--- config.mk ---
export PLATFORM = sky130hd
export DESIGN_NAME = mbs_ctrl
export DESIGN_NICKNAME = d
export VERILOG_FILES = /design/src/hdl/mbs_pkg.sv /design/src/hdl/mbs_ctrl.sv
export SDC_FILE = /design/constraint.sdc
export NUM_CORES = 1
export LEC_CHECK = 0
export BUFFER_PORTS_ARGS = -buffer_cell sky130_fd_sc_hd__buf_2
export CORE_MARGIN = 2
export CORE_UTILIZATION = 51
export CTS_CLUSTER_SIZE = 28
export DETAILED_ROUTE_END_ITERATION = 6
export GPL_TIMING_DRIVEN = 0
export MAX_ROUTING_LAYER = met4
export PLACE_DENSITY = 0.75
export SETUP_SLACK_MARGIN = 0.5
export SYNTH_ARGS = -nofsm -noshare
export SYNTH_HDL_FRONTEND = slang
export SYNTH_SLANG_ARGS = --single-unit
--- constraint.sdc ---
create_clock -name clk -period 2.4 [get_ports clk]
set_clock_uncertainty 0.1 [all_clocks]
set_input_delay 0.12 -clock clk [delete_from_list [all_inputs] [get_ports clk]]
set_output_delay 0.12 -clock clk [all_outputs]
set_load 0.02 [all_outputs]
--- src/hdl/mbs_pkg.sv ---
package mbs_pkg;

	// Register values after reset.
	localparam int unsigned RST_COLS      = 63;
	localparam int unsigned RST_ROWS      = 63;
	localparam int unsigned RST_START_COL = 1;
	localparam int unsigned RST_START_ROW = 1;

	// Result event codes.
	typedef enum logic [1:0] {
		EV_CARVE   = 2'd0,
		EV_BACK    = 2'd1,
		EV_RESTART = 2'd2,
		EV_READ    = 2'd3
	} ev_t;

	// Configuration registers as seen by the datapath.
	typedef struct packed {
		logic [6:0] cols;
		logic [6:0] rows;
		logic [5:0] start_col;
		logic [5:0] start_row;
	} cfg_t;

	// Commands from the controller to the datapath.
	typedef struct packed {
		logic       take_in;
		logic       get_tile;
		logic       get_cell;
		logic       nb_rd;
		logic [1:0] nb_idx;
		logic       nb_cap;
		logic [1:0] cap_idx;
		logic       decide;
		logic       carve_pick;
		logic       carve_mid;
		logic       init_pass;
		logic       wipe_pass;
		logic       load_out;
		ev_t        evt;
	} dp_cmd_t;

	// Status from the datapath to the controller.
	typedef struct packed {
		logic cmd_read;
		logic stack_empty;
		logic will_carve;
		logic pass_last;
	} dp_sts_t;

	// Remainder of a 16-bit value by three. Four is one modulo three, so the
	// base-four digits are summed twice and the small sum is mapped directly.
	function automatic logic [1:0] mod3_16(input logic [15:0] v);
		logic [4:0] s;
		logic [2:0] t;
		logic [1:0] r;
		s = '0;
		for (int i = 0; i < 8; i++) begin
			s = s + 5'(v[2*i +: 2]);
		end
		t = 3'(s[1:0]) + 3'(s[3:2]) + 3'(s[4]);
		case (t) inside
			3'd0, 3'd3, 3'd6: r = 2'd0;
			3'd1, 3'd4, 3'd7: r = 2'd1;
			default:          r = 2'd2;
		endcase
		return r;
	endfunction

endpackage

--- src/hdl/mbs_ctrl.sv ---
module mbs_ctrl (
	input  logic              clk,
	input  logic              arst_n,
	input  logic              req_valid,
	output logic              req_stall,
	output logic              rsp_valid,
	input  logic              rsp_stall,
	input  mbs_pkg::dp_sts_t  sts,
	output mbs_pkg::dp_cmd_t  cmd
);

	typedef enum logic [11:0] {
		S_INIT   = 12'b0000_0000_0001,
		S_IDLE   = 12'b0000_0000_0010,
		S_DISP   = 12'b0000_0000_0100,
		S_TILE   = 12'b0000_0000_1000,
		S_CELL   = 12'b0000_0001_0000,
		S_NB     = 12'b0000_0010_0000,
		S_NBL    = 12'b0000_0100_0000,
		S_DEC    = 12'b0000_1000_0000,
		S_CARVE1 = 12'b0001_0000_0000,
		S_CARVE2 = 12'b0010_0000_0000,
		S_WIPE   = 12'b0100_0000_0000,
		S_FIN    = 12'b1000_0000_0000
	} state_t;

	state_t           state_q, state_d;
	logic [1:0]       nb_q;
	mbs_pkg::ev_t     evt_q;
	logic             rsp_valid_q;

	assign req_stall = (state_q != S_IDLE);
	assign rsp_valid = rsp_valid_q;

	// Next state and datapath commands.
	always_comb begin
		cmd         = '0;
		cmd.nb_idx  = nb_q;
		cmd.cap_idx = nb_q - 2'd1;
		cmd.evt     = evt_q;
		state_d     = state_q;
		unique case (state_q)
			S_INIT: begin
				cmd.init_pass = 1'b1;
				if (sts.pass_last) state_d = S_IDLE;
			end
			S_IDLE: begin
				if (req_valid) begin
					cmd.take_in = 1'b1;
					state_d     = S_DISP;
				end
			end
			S_DISP: begin
				if (sts.cmd_read) begin
					state_d = S_TILE;
				end else if (sts.stack_empty) begin
					state_d = S_WIPE;
				end else begin
					state_d = S_CELL;
				end
			end
			S_TILE: begin
				cmd.get_tile = 1'b1;
				state_d      = S_FIN;
			end
			S_CELL: begin
				cmd.get_cell = 1'b1;
				state_d      = S_NB;
			end
			S_NB: begin
				cmd.nb_rd  = 1'b1;
				cmd.nb_cap = (nb_q != 2'd0);
				if (nb_q == 2'd3) state_d = S_NBL;
			end
			S_NBL: begin
				cmd.nb_cap = 1'b1;
				state_d    = S_DEC;
			end
			S_DEC: begin
				cmd.decide = 1'b1;
				state_d    = sts.will_carve ? S_CARVE1 : S_FIN;
			end
			S_CARVE1: begin
				cmd.carve_pick = 1'b1;
				state_d        = S_CARVE2;
			end
			S_CARVE2: begin
				cmd.carve_mid = 1'b1;
				state_d       = S_FIN;
			end
			S_WIPE: begin
				cmd.wipe_pass = 1'b1;
				if (sts.pass_last) state_d = S_FIN;
			end
			S_FIN: begin
				if (!rsp_valid_q || !rsp_stall) begin
					cmd.load_out = 1'b1;
					state_d      = S_IDLE;
				end
			end
			default: state_d = S_IDLE;
		endcase
	end

	// State, neighbor counter and event kind of the request in flight.
	always_ff @(posedge clk or negedge arst_n) begin
		if (!arst_n) begin
			state_q <= S_INIT;
			nb_q    <= 2'd0;
			evt_q   <= mbs_pkg::EV_CARVE;
		end else begin
			state_q <= state_d;
			if (state_q == S_NB) nb_q <= nb_q + 2'd1;
			if (state_q == S_DISP) begin
				if (sts.cmd_read) begin
					evt_q <= mbs_pkg::EV_READ;
				end else if (sts.stack_empty) begin
					evt_q <= mbs_pkg::EV_RESTART;
				end else begin
					evt_q <= mbs_pkg::EV_CARVE;
				end
			end else if (state_q == S_DEC && !sts.will_carve) begin
				evt_q <= mbs_pkg::EV_BACK;
			end
		end
	end

	// Result valid: set on load, cleared once the result is taken.
	always_ff @(posedge clk or negedge arst_n) begin
		if (!arst_n) begin
			rsp_valid_q <= 1'b0;
		end else if (cmd.load_out) begin
			rsp_valid_q <= 1'b1;
		end else if (!rsp_stall) begin
			rsp_valid_q <= 1'b0;
		end
	end

	// A new result never overwrites one that is still waiting.
	a_no_overwrite: assert property (@(posedge clk) disable iff (!arst_n)
		cmd.load_out |-> !(rsp_valid_q && rsp_stall))
		else $error("result loaded over a waiting result");

	// The last neighbor capture follows the fourth neighbor read.
	a_nb_order: assert property (@(posedge clk) disable iff (!arst_n)
		state_q == S_NBL |-> ($past(state_q) == S_NB && nb_q == 2'd0))
		else $error("neighbor scan out of order");

endmodule

Word-level counts from Yosys, hierarchy flattened. Index checks and enable logic that the tools add are counted.

Logic and storage cells: 63. Register bits after elaboration: 17. Bits of input ports: 8. RAM bits: 0. Bits in latches: 0. Output and inout bits: 19. Memories kept: 0. ROM bits: 0.

Mux-type cells: 28. Bitwise operators: 0. Equality and inequality tests: 20. Div/mod/pow operators: 0. Shift operators: 0. $add $sub $neg: 2. Reduce and logical (&&, ||, !) cells: 9. $lt $le $gt $ge: 0. Multipliers: 0.

Operator list (number): $pmux W12 S11 (1); $mux W12 (7); $mux W1 (14); $eq A12 B1 Y1 const B (1); $eq A12 B10 Y1 const B (1); $eq A12 B11 Y1 const B (1); $eq A12 B12 Y1 const B (1); $eq A12 B2 Y1 const B (1); $eq A12 B3 Y1 const B (1); $eq A12 B4 Y1 const B (1); $eq A12 B5 Y1 const B (1); $eq A12 B6 Y1 const B (1); $eq A12 B7 Y1 const B (1); $eq A12 B8 Y1 const B (1); $eq A12 B9 Y1 const B (1); $ne A12 B2 Y1 const B (1); $mux W11 (1); $ne A2 B2 Y1 const B (5); $mux W2 (4); $reduce_and A5 Y1 (1); $reduce_bool A2 Y1 (2); $logic_not A1 Y1 (3); $add A2 B1 Y2 const B (1); $eq A2 B2 Y1 const B (1); 6 further kinds (6).

Depth between registers and ports, before layout. Gate-level depths: netlist of run 1.

Depth after elaboration: 5. Mapped depth: 7.

Worst setup path after synthesis of run 1. No wires, ideal clock.

Path type: reg-to-output. Start point: register state_q[4]. End point: output cmd[6] (netlist bit). Setup slack: 0.498 ns. Path buffers: 1. Data required time: 2.180 ns. Arrival time: 1.682 ns. Stages on the path, launching flop included: 6. Cells stage by stage: dfrtp_1 clkbuf_2 nor4_4 and2_1 nand2_1 nor3b_1.

RTL lines: start: declaration (RTL line mbs_ctrl.sv:27) `state_t state_q, state_d;`; start signal: assignment (RTL line mbs_ctrl.sv:112) `state_q <= state_d;`; end: declaration (RTL line mbs_ctrl.sv:9) `output mbs_pkg::dp_cmd_t cmd`.

==> metrics.cfg, run 1 <==
[outcome]
status = complete, no violations

[synthesis]
synth_top_area_frac = 0.3879
yosys-top-cells-count = 16 x dfrtp_1, 8 x nand2_1, 7 x nor3_1
synth.distinct_cells = 35
async_flop_share = 1.000
yosys.cell_count.top_type = dfrtp_1
netlist_area_mm2 = 0.001032
syn_area_per_cell_um2 = 9.831
synthCells = 105
synth_edf_count = 0
synth.yosys.seq_area_share = 0.4133
synth_area_leaders = dfrtp_1 39%, nor4_4 6.2%, nor3b_1 4.4%
ys_warn_count = 0
synth_area_leader_cell = dfrtp_1
synth-main-ff-cell = dfrtp_1
ys_ff_latch = 17
synth_fp_nets = 115

[grt]
grt_pass1_wl_um = 4209
antenna_found_initial = 0
globalRouteOverflowTotal = 0
use_met2 = 0.4132
grt_pass1_vias = 917
grtUsageMet3 = 0.01840
gr-usage-all-layers = 0.2294
grt_max_degree = 18
grt_busiest_layer = met2
grt_use_met1 = 0.2835

[route]
antenna_left = 0
via_per_inst = 5.473
drt_pre_antenna_iters = 4
drc = 0
first_iter_violations = 39
wire_per_inst_um = 15.75
wl_um = 2961
vias = 1029

[sta]
finalSetupViolations = 0
fmax_mhz = 490.1
slew_headroom = 0.7438
worstMarginPinSlew_ps = 384.4
timing.final.crit_share = 0.8501
rsz0062_at_grt = yes
fin_crit_ps = 2040
setup_tns_ps = 0
slew_viol_final = 0
hold_violations = 0

[worst_setup_path]
crit_buf_inv = 2
cp_slowest_cell = dfrtp_1
arrival_ps = 1820
crit_fanout = 4
cp_top_family = simple AND/OR/NAND/NOR gates
r2r_setup_slack_ps = 480
cp_data_required_time_ps = 2180
crit_chain = buf_6 -> nor4_4 -> and2_4 -> and3_4 -> o21bai_1 -> buf_4
ff2ff_path_depth = 8
worstSetupStartpointType = register
startpoint = state_q[8]
cpPeakStageDelay_ps = 380
path_class = reg2out
crit_path_end_kind = primary output
r2r_start = state_q[8]
cp.depth = 6

[min_path]
hp-start = sts[0]
holdPathStages = 3
min-delay-path-class = in2reg

[power]
swShare = 0.4155
p_comb_frac = 0.553
p_per_area_mw_per_mm2 = 759.1
p_clk_frac = 0.124
ir_drop_v = 0.0007021
power_frac_seq = 0.324
p_sw_mw = 0.5076
p_int_mw = 0.7139
total_power_mw = 1.221
leakage_nw = 0.7937

[final_layout]
drive_above_1_share = 0.5155
area_growth_pct = 55.88
final_cell_area_mm2 = 0.001609
final_util = 0.8286
diodes = 0
fin_cells = 188
fin_nets = 172

[placed_design]
placed_cell_area_mm2 = 0.001201
dp_hpwl_um = 1574
place_inst = 158
gp_congestion = 0.8752
port_buffers = 26

[die]
pin_count = 27
die_y_um = 48.99
rows = 16
coreArea_mm2 = 0.001942
die_area_mm2 = 0.002400
start_util = 0.5316
die_x_um = 48.99

[clocking]
clk_latency_ps = 280
cts_sinks = 17
tritoncts = done
cts_made_buffers = 3
clkTransAtPathRegs_ps = 100
htreeDepth = 1
clockBufferDepth = 2
root_buffer = clkbuf_4

[flow_run]
maxCapViolations = 0

## placed cells by master, fill, tap and decap left out, types with 2 or more instances in the layout
cell / n
dlygate4sd3_1: 6
clkbuf_4: 3
buf_6: 9
xnor2_1: 4
dfrtp_1: 12
a21oi_1: 3
nor3_1: 7
buf_4: 24
o21ai_0: 3
nor2_4: 2
and2_1: 3
nor4_4: 3
and3_4: 2
nand4_1: 3
xor2_1: 2
nor4b_4: 2
and2_4: 2
nand2_1: 5
buf_2: 17
a31oi_1: 2
nor3b_2: 2
nor4b_1: 2
nor2_1: 5
and3_2: 2
nor3b_1: 4
ha_1: 2
dfrtp_2: 4
and4_2: 2
nand2_4: 3
inv_1: 6
## logic make-up (layout without fill, tap and decap cells)
kind of cell	after synthesis	count (layout)	share of synthesized area
DFF	17	17	0.4133
and+or+nand+nor	57	57	0.3830
adders and majority gates	2	2	0.02424
buffers and inverters	11	67	0.05454
xor gates and xnor gates	6	6	0.05091
AOI/OAI and AO/OA	12	12	0.07394
## cell type report
cell class	instances	area (µm²)
plain buffers	5	43.79
clock buffers	4	26.28
fillers	114	332.8
inverters	6	22.52
multi-input cells	77	648.1
flip-flops and latches	17	431.7
well taps	27	33.78
repair buffers	52	402.9
## power by group through the flow
stage / registers, mW / logic, mW / clock network [mW]
finish: 0.395 / 0.675 / 0.151
global route: 0.400 / 0.722 / 0.171
CTS: 0.392 / 0.571 / 0.156
detailed placement: 0.399 / 0.454 / 0
global placement: 0.396 / 0.442 / 0
floorplan: 0.424 / 0.297 / 0
## path summary, 6_finish.rpt
check                        endpoint
min in group asynchronous  state_q[8]
max in group asynchronous  state_q[0]
min                        state_q[1]
max                           cmd[10]
min reg2reg                 rsp_valid
max reg2reg                state_q[0]
## flip-flops by register name, indices dropped and copies added (netlist names)
name / cells
evt_q: 2
nb_q: 2
rsp_valid: 1
state_q: 12
## routing by layer
metal / vias to the layer above / part of all wire
met4: 0 / 0.010
met1: 492 / 0.41
met2: 40 / 0.54
met3: 7 / 0.039
met5: - / 0
li1: 490 / -
## timing repair
item / 4_1_cts / 5_1_grt
hold buffers: 6 / 0
hold endpoints to repair: 22 / 0
setup endpoints to repair: 16 / 18
setup buffers: 12 / 8
gates resized for setup: 20 / 26
pin swaps: 6 / 8
## tightest hold or removal path: cells and delay by family
kind / cells / cell delay (ps)
AOI/OAI and AO/OA: 1 / 130
and+or+nand+nor: 1 / 120
buffers and inverters: 1 / 80
## metrics by stage
step           hold slack (ps)  worst slack [ps]
3_3_place_gp            -36.06             525.2
2_1_floorplan           -275.6             498.3
6_report                 101.2             359.7
3_5_place_dp            -36.29             492.6
4_1_cts                  86.16             450.8
5_1_grt                  97.09             294.7
Note: power is estimated with default switching activity, not from simulation.
==> run 2: changes to the inputs <==
--- a/config.mk
+++ b/config.mk
@@ -12,7 +12,7 @@
 export DETAILED_ROUTE_END_ITERATION = 6
 export GPL_TIMING_DRIVEN = 0
 export MAX_ROUTING_LAYER = met4
-export PLACE_DENSITY = 0.75
+export PLACE_DENSITY_LB_ADDON = 0.25
 export SETUP_SLACK_MARGIN = 0.5
 export SYNTH_ARGS = -nofsm -noshare
 export SYNTH_HDL_FRONTEND = slang
==> run 2 against run 1 <==
  * Die area stayed put
  * Sequential share of layout area shrank 0.51 points
  * Power up 2.5%
  * First-iteration DRC count shrank 41%
  * Global-route usage is 0.89 points lower
  * Sequential cell count unchanged
  * Utilization grew 1.6 points
  * Combinational power increased by 3.6%
  * Hold slack better by 20 ps
==> metrics.cfg, run 2 (same netlist as run 1, synthesis figures left out) <==
[power]
swShare = 0.4090
p_int_mw = 0.7396
power_frac_seq = 0.317
ir_drop_v = 0.0005934
p_comb_frac = 0.559
p_sw_mw = 0.5118
p_per_area_mw_per_mm2 = 762.9
total_power_mw = 1.251
p_clk_frac = 0.124
leakage_nw = 0.8039

[final_layout]
drive_above_1_share = 0.5521
regMostFlops = state_q
final_util = 0.8447
fin_nets = 174
largest_reg_flops = 12
fin_cells = 190
area_growth_pct = 58.91
mostFrequentLayoutCells = 24 x buf_4, 16 x buf_2, 12 x buf_6, 12 x dfrtp_1
top_regs = state_q x12, evt_q x2, nb_q x2
final_cell_area_mm2 = 0.001640
diodes = 0
final_common_cell = buf_4

[sta]
slew_headroom = 0.7351
worstMarginPinSlew_ps = 397.4
fmax_mhz = 495.7
rsz0062_at_grt = yes
timing.final.crit_share = 0.8405
fin_crit_ps = 2017
timing.hold.ws_ps = 121.5
finalSetupViolations = 0
setup_tns_ps = 0
slew_viol_final = 0
hold_violations = 0
setup_ws_ps = 382.8

[route]
met1Wirelength_um = 1255
vias = 1035
drt_pre_antenna_iters = 4
wl_um = 2891
wire_per_inst_um = 15.22
wl_met2_um = 1515
antenna_left = 0
via_per_inst = 5.447
drc = 0
first_iter_violations = 23
routed.top_layer = met4
wl_met3_um = 83

[clocking]
root_buffer = clkbuf_4
clockBufferDepth = 2
cts_made_buffers = 3
tritoncts = done
clkTransAtPathRegs_ps = 100
clk_latency_ps = 290
htreeDepth = 1
cts_sinks = 17

[placed_design]
dp_hpwl_um = 1583
dpl_worst_slack_ps = 491.2
placed_cell_area_mm2 = 0.001201
gp_congestion = 0.8121
place_inst = 158
port_buffers = 26

[worst_setup_path]
arrival_ps = 1800
worstSetupStartpointType = register
cp_slowest_cell = dfrtp_2
crit_path_end_kind = primary output
path_class = reg2out
crit_fanout = 4
cp_data_required_time_ps = 2180
cpPeakStageDelay_ps = 450
crit_chain = nor4_4 -> and2_4 -> and3_4 -> o21bai_1 -> buf_4

[min_path]
min-delay-path-class = in2reg

[grt]
antenna_found_initial = 0
globalRouteOverflowTotal = 0
grt_pass1_vias = 926
gr-usage-all-layers = 0.2206
grt_max_degree = 18
grt_pass1_wl_um = 4043

[die]
rows = 16
die_x_um = 48.99
start_util = 0.5316
die_area_mm2 = 0.002400
pin_count = 27
die_y_um = 48.99
coreArea_mm2 = 0.001942

[outcome]
status = complete, no violations

[flow_run]
maxCapViolations = 0

run 2: what timing repair did:
item | CTS | global route
setup buffers | 10 | 12
endpoints found under the hold margin | 23 | 0
resized for setup | 20 | 34
setup endpoints to repair | 16 | 18
pin swaps | 6 | 7
hold buffers | 6 | 0
run 2: layer usage:
layer / track usage / vias up
met5: - / -
met4: 0.07143 / 0
met3: 0.01840 / 5
met2: 0.3813 / 26
met1: 0.2738 / 511
li1: - / 493
run 2: worst max-delay path, delay by kind of cell, from the launching register on:
| kind | cells | cell delay [ps] |
|---|---|---|
| and+or+nand+nor | 3 | 810 |
| DFF | 1 | 450 |
| buffers and inverters | 1 | 150 |
| AOI/OAI and AO/OA | 1 | 100 |
run 2: final timing paths:
path | start | endpoint | slack, ps | cells past startpoint
min | sts[0] | state_q[1] | 120 | 3
max reg2reg | state_q[8] | state_q[0] | 420 | 8
min in group asynchronous | arst_n | state_q[8] | 170 | 2
min reg2reg | rsp_valid | rsp_valid | 410 | 2
max in group asynchronous | arst_n | state_q[0] | 1710 | 2
max | state_q[2] | cmd[10] | 380 | 5
run 2: power groups by stage:
stage / clock network [mW] / registers [mW] / logic, mW
finish: 0.156 / 0.397 / 0.699
global route: 0.174 / 0.402 / 0.752
CTS: 0.158 / 0.394 / 0.562
detailed placement: 0 / 0.400 / 0.448
global placement: 0 / 0.396 / 0.441
floorplan: 0 / 0.424 / 0.297
run 2: layout make-up:
class | count | area, µm²
buffer | 5 | 43.79
clock buffer | 3 | 22.52
clock inverter | 1 | 5.005
fill | 111 | 301.5
inverter | 6 | 22.52
multi-input combinational | 77 | 664.4
sequential | 17 | 431.7
tap | 27 | 33.78
timing repair buffer | 54 | 416.7
==> run 3: changes to the inputs <==
--- a/config.mk
+++ b/config.mk
@@ -7,7 +7,7 @@
 export LEC_CHECK = 0
 export BUFFER_PORTS_ARGS = -buffer_cell sky130_fd_sc_hd__buf_2
 export CORE_MARGIN = 2
-export CORE_UTILIZATION = 51
+export CORE_UTILIZATION = 46
 export CTS_CLUSTER_SIZE = 28
 export DETAILED_ROUTE_END_ITERATION = 6
 export GPL_TIMING_DRIVEN = 0
==> constraint.sdc (replaced) <==
create_clock -name clk -period 1.65 [get_ports clk]
set_clock_uncertainty 0.1 [all_clocks]
set_input_delay 0.0825 -clock clk [delete_from_list [all_inputs] [get_ports clk]]
set_output_delay 0.0825 -clock clk [all_outputs]
set_load 0.02 [all_outputs]
==> run 3 against run 2 <==
  * The flow now finishes with violations (negative setup slack)
  * Global-route usage increased by 3.8 points
  * Combinational power grew 70%
  * Largest power group unchanged
  * Sequential power is 48% higher
  * Sequential share of layout area decreased by 1.9 points
  * Power grew 62%
  * First-iteration DRC count down 13%
==> metrics.cfg, run 3 (same netlist as run 1, synthesis figures left out) <==
[grt]
grt_busiest_layer = met2
gr-usage-all-layers = 0.2581
grtUsageMet3 = 0.04678
use_met2 = 0.4637
grt_pass1_wl_um = 4912
grt_max_degree = 18
grt_pass1_vias = 1114
grt_use_met1 = 0.2820
globalRouteOverflowTotal = 0
antenna_found_initial = 0

[clocking]
clk_latency_ps = 310
tritoncts = done
root_buffer = clkbuf_4
cts_made_buffers = 3
clockBufferDepth = 2
clkTransAtPathRegs_ps = 100
cts_sinks = 17
htreeDepth = 1

[placed_design]
dp_hpwl_um = 1667
gp_congestion = 0.8462
placed_cell_area_mm2 = 0.001245
port_buffers = 26

[sta]
slew_viol_final = 0
finalSetupViolations = 22
timing.final.crit_share = 1.215
fmax_mhz = 499.0
fin_crit_ps = 2004
slew_headroom = 0.6920
hold_violations = 0
rsz0062_at_grt = yes
setup_ws_ps = -354.2
worstMarginPinSlew_ps = 460.9

[die]
rows = 17
die_area_mm2 = 0.002639
start_util = 0.4758
die_y_um = 51.37
coreArea_mm2 = 0.002170
pin_count = 27
die_x_um = 51.37

[final_layout]
regMostFlops = state_q
area_growth_pct = 72.61
multi_input_area_um2 = 703.2
top_regs = state_q x12, evt_q x2, nb_q x2
largest_reg_flops = 12
final_common_cell = buf_6
mostFrequentLayoutCells = 24 x buf_6, 19 x buf_4, 12 x buf_2
drive_above_1_share = 0.6108
final_util = 0.8212
diodes = 0
final_cell_area_mm2 = 0.001782
fillers = 134
fin_nets = 178
regArea_um2 = 434.2

[flow_run]
maxCapViolations = 0

[worst_setup_path]
cp_data_required_time_ps = 1470
arrival_ps = 1820
worstSetupStartpointType = register
crit_path_end_kind = primary output
path_class = reg2out
crit_fanout = 4

[outcome]
failed_checks = negative setup slack
status = finished, violations left

[route]
via_per_inst = 5.595
wl_um = 3132
antenna_left = 0
first_iter_violations = 20
drc = 0
wire_per_inst_um = 16.06
vias = 1091
drt_pre_antenna_iters = 4

[power]
p_per_area_mw_per_mm2 = 1134
leakage_nw = 0.8406
ir_drop_v = 0.0009480

[min_path]
min-delay-path-class = in2reg

[run 3: cell count changes in the layout (fill, tap and decap cells not counted), moves of 2 or more]
cell     change
inv_1        -3
buf_6       +12
buf_2        -4
inv_2        +3
dfrtp_2      +2
nor3b_1      -2
buf_4        -5
dfrtp_1      -2
[run 3: per-layer routing]
| metal | vias up | wire length [µm] |
|---|---|---|
| met5 | - | 0 |
| met4 | 0 | 108 |
| met3 | 17 | 161 |
| met2 | 52 | 1691 |
| met1 | 528 | 1171 |
| li1 | 494 | - |
[run 3: repair_timing]
item,4_1_cts,5_1_grt
hold buffers,6,0
pin swaps,18,7
endpoints found under the hold margin,25,0
gates resized for setup,53,15
endpoints found under the setup margin,30,33
setup buffers,22,4
[run 3: final timing paths]
kind | from | end | slack (ps) | depth (start not counted)
max | state_q[3] | cmd[10] | -350 | 6
min | req_valid | state_q[1] | 50 | 4
max reg2reg | state_q[4] | state_q[0] | -310 | 8
min reg2reg | rsp_valid | rsp_valid | 390 | 2
max in group asynchronous | arst_n | state_q[0] | 1000 | 2
min in group asynchronous | arst_n | state_q[8] | 120 | 2
[run 3: worst max-delay path, stage by stage, from the launching register on]
cell	delay, ps
dfrtp_2	440
nor4_4	280
buf_4	180
and2_4	170
and3_4	190
o21bai_4	120
buf_6	130
[run 3: stage by stage]
stage | total power, mW | instances | TNS (ps) | setup slack [ps] | hold slack, ps
global route | 2.118 | 195 | -6668 | -400.4 | 100.0
detailed placement | 1.283 | 159 | -2638 | -239.3 | -66.98
global placement | 1.255 | 159 | -2170 | -227.7 | -71.95
CTS | 1.861 | 191 | -4550 | -306.5 | 48.66
floorplan | 1.083 | 105 | -940.9 | -175.5 | -313.1
finish | 2.021 | 195 | -5066 | -354.2 | 51.33
[run 3: area by class of cell]
type / instances / area share
tap: 28 / 0.01966
timing repair buffer: 58 / 0.2886
inverter: 6 / 0.01264
buffer: 5 / 0.02598
sequential: 17 / 0.2437
multi-input combinational: 77 / 0.3947
clock buffer: 4 / 0.01475
[run 3: power by group]
part	switching, mW	internal, mW
clock network	0.146	0.0946
registers	0.0934	0.493
logic	0.596	0.598
total	0.836	1.19
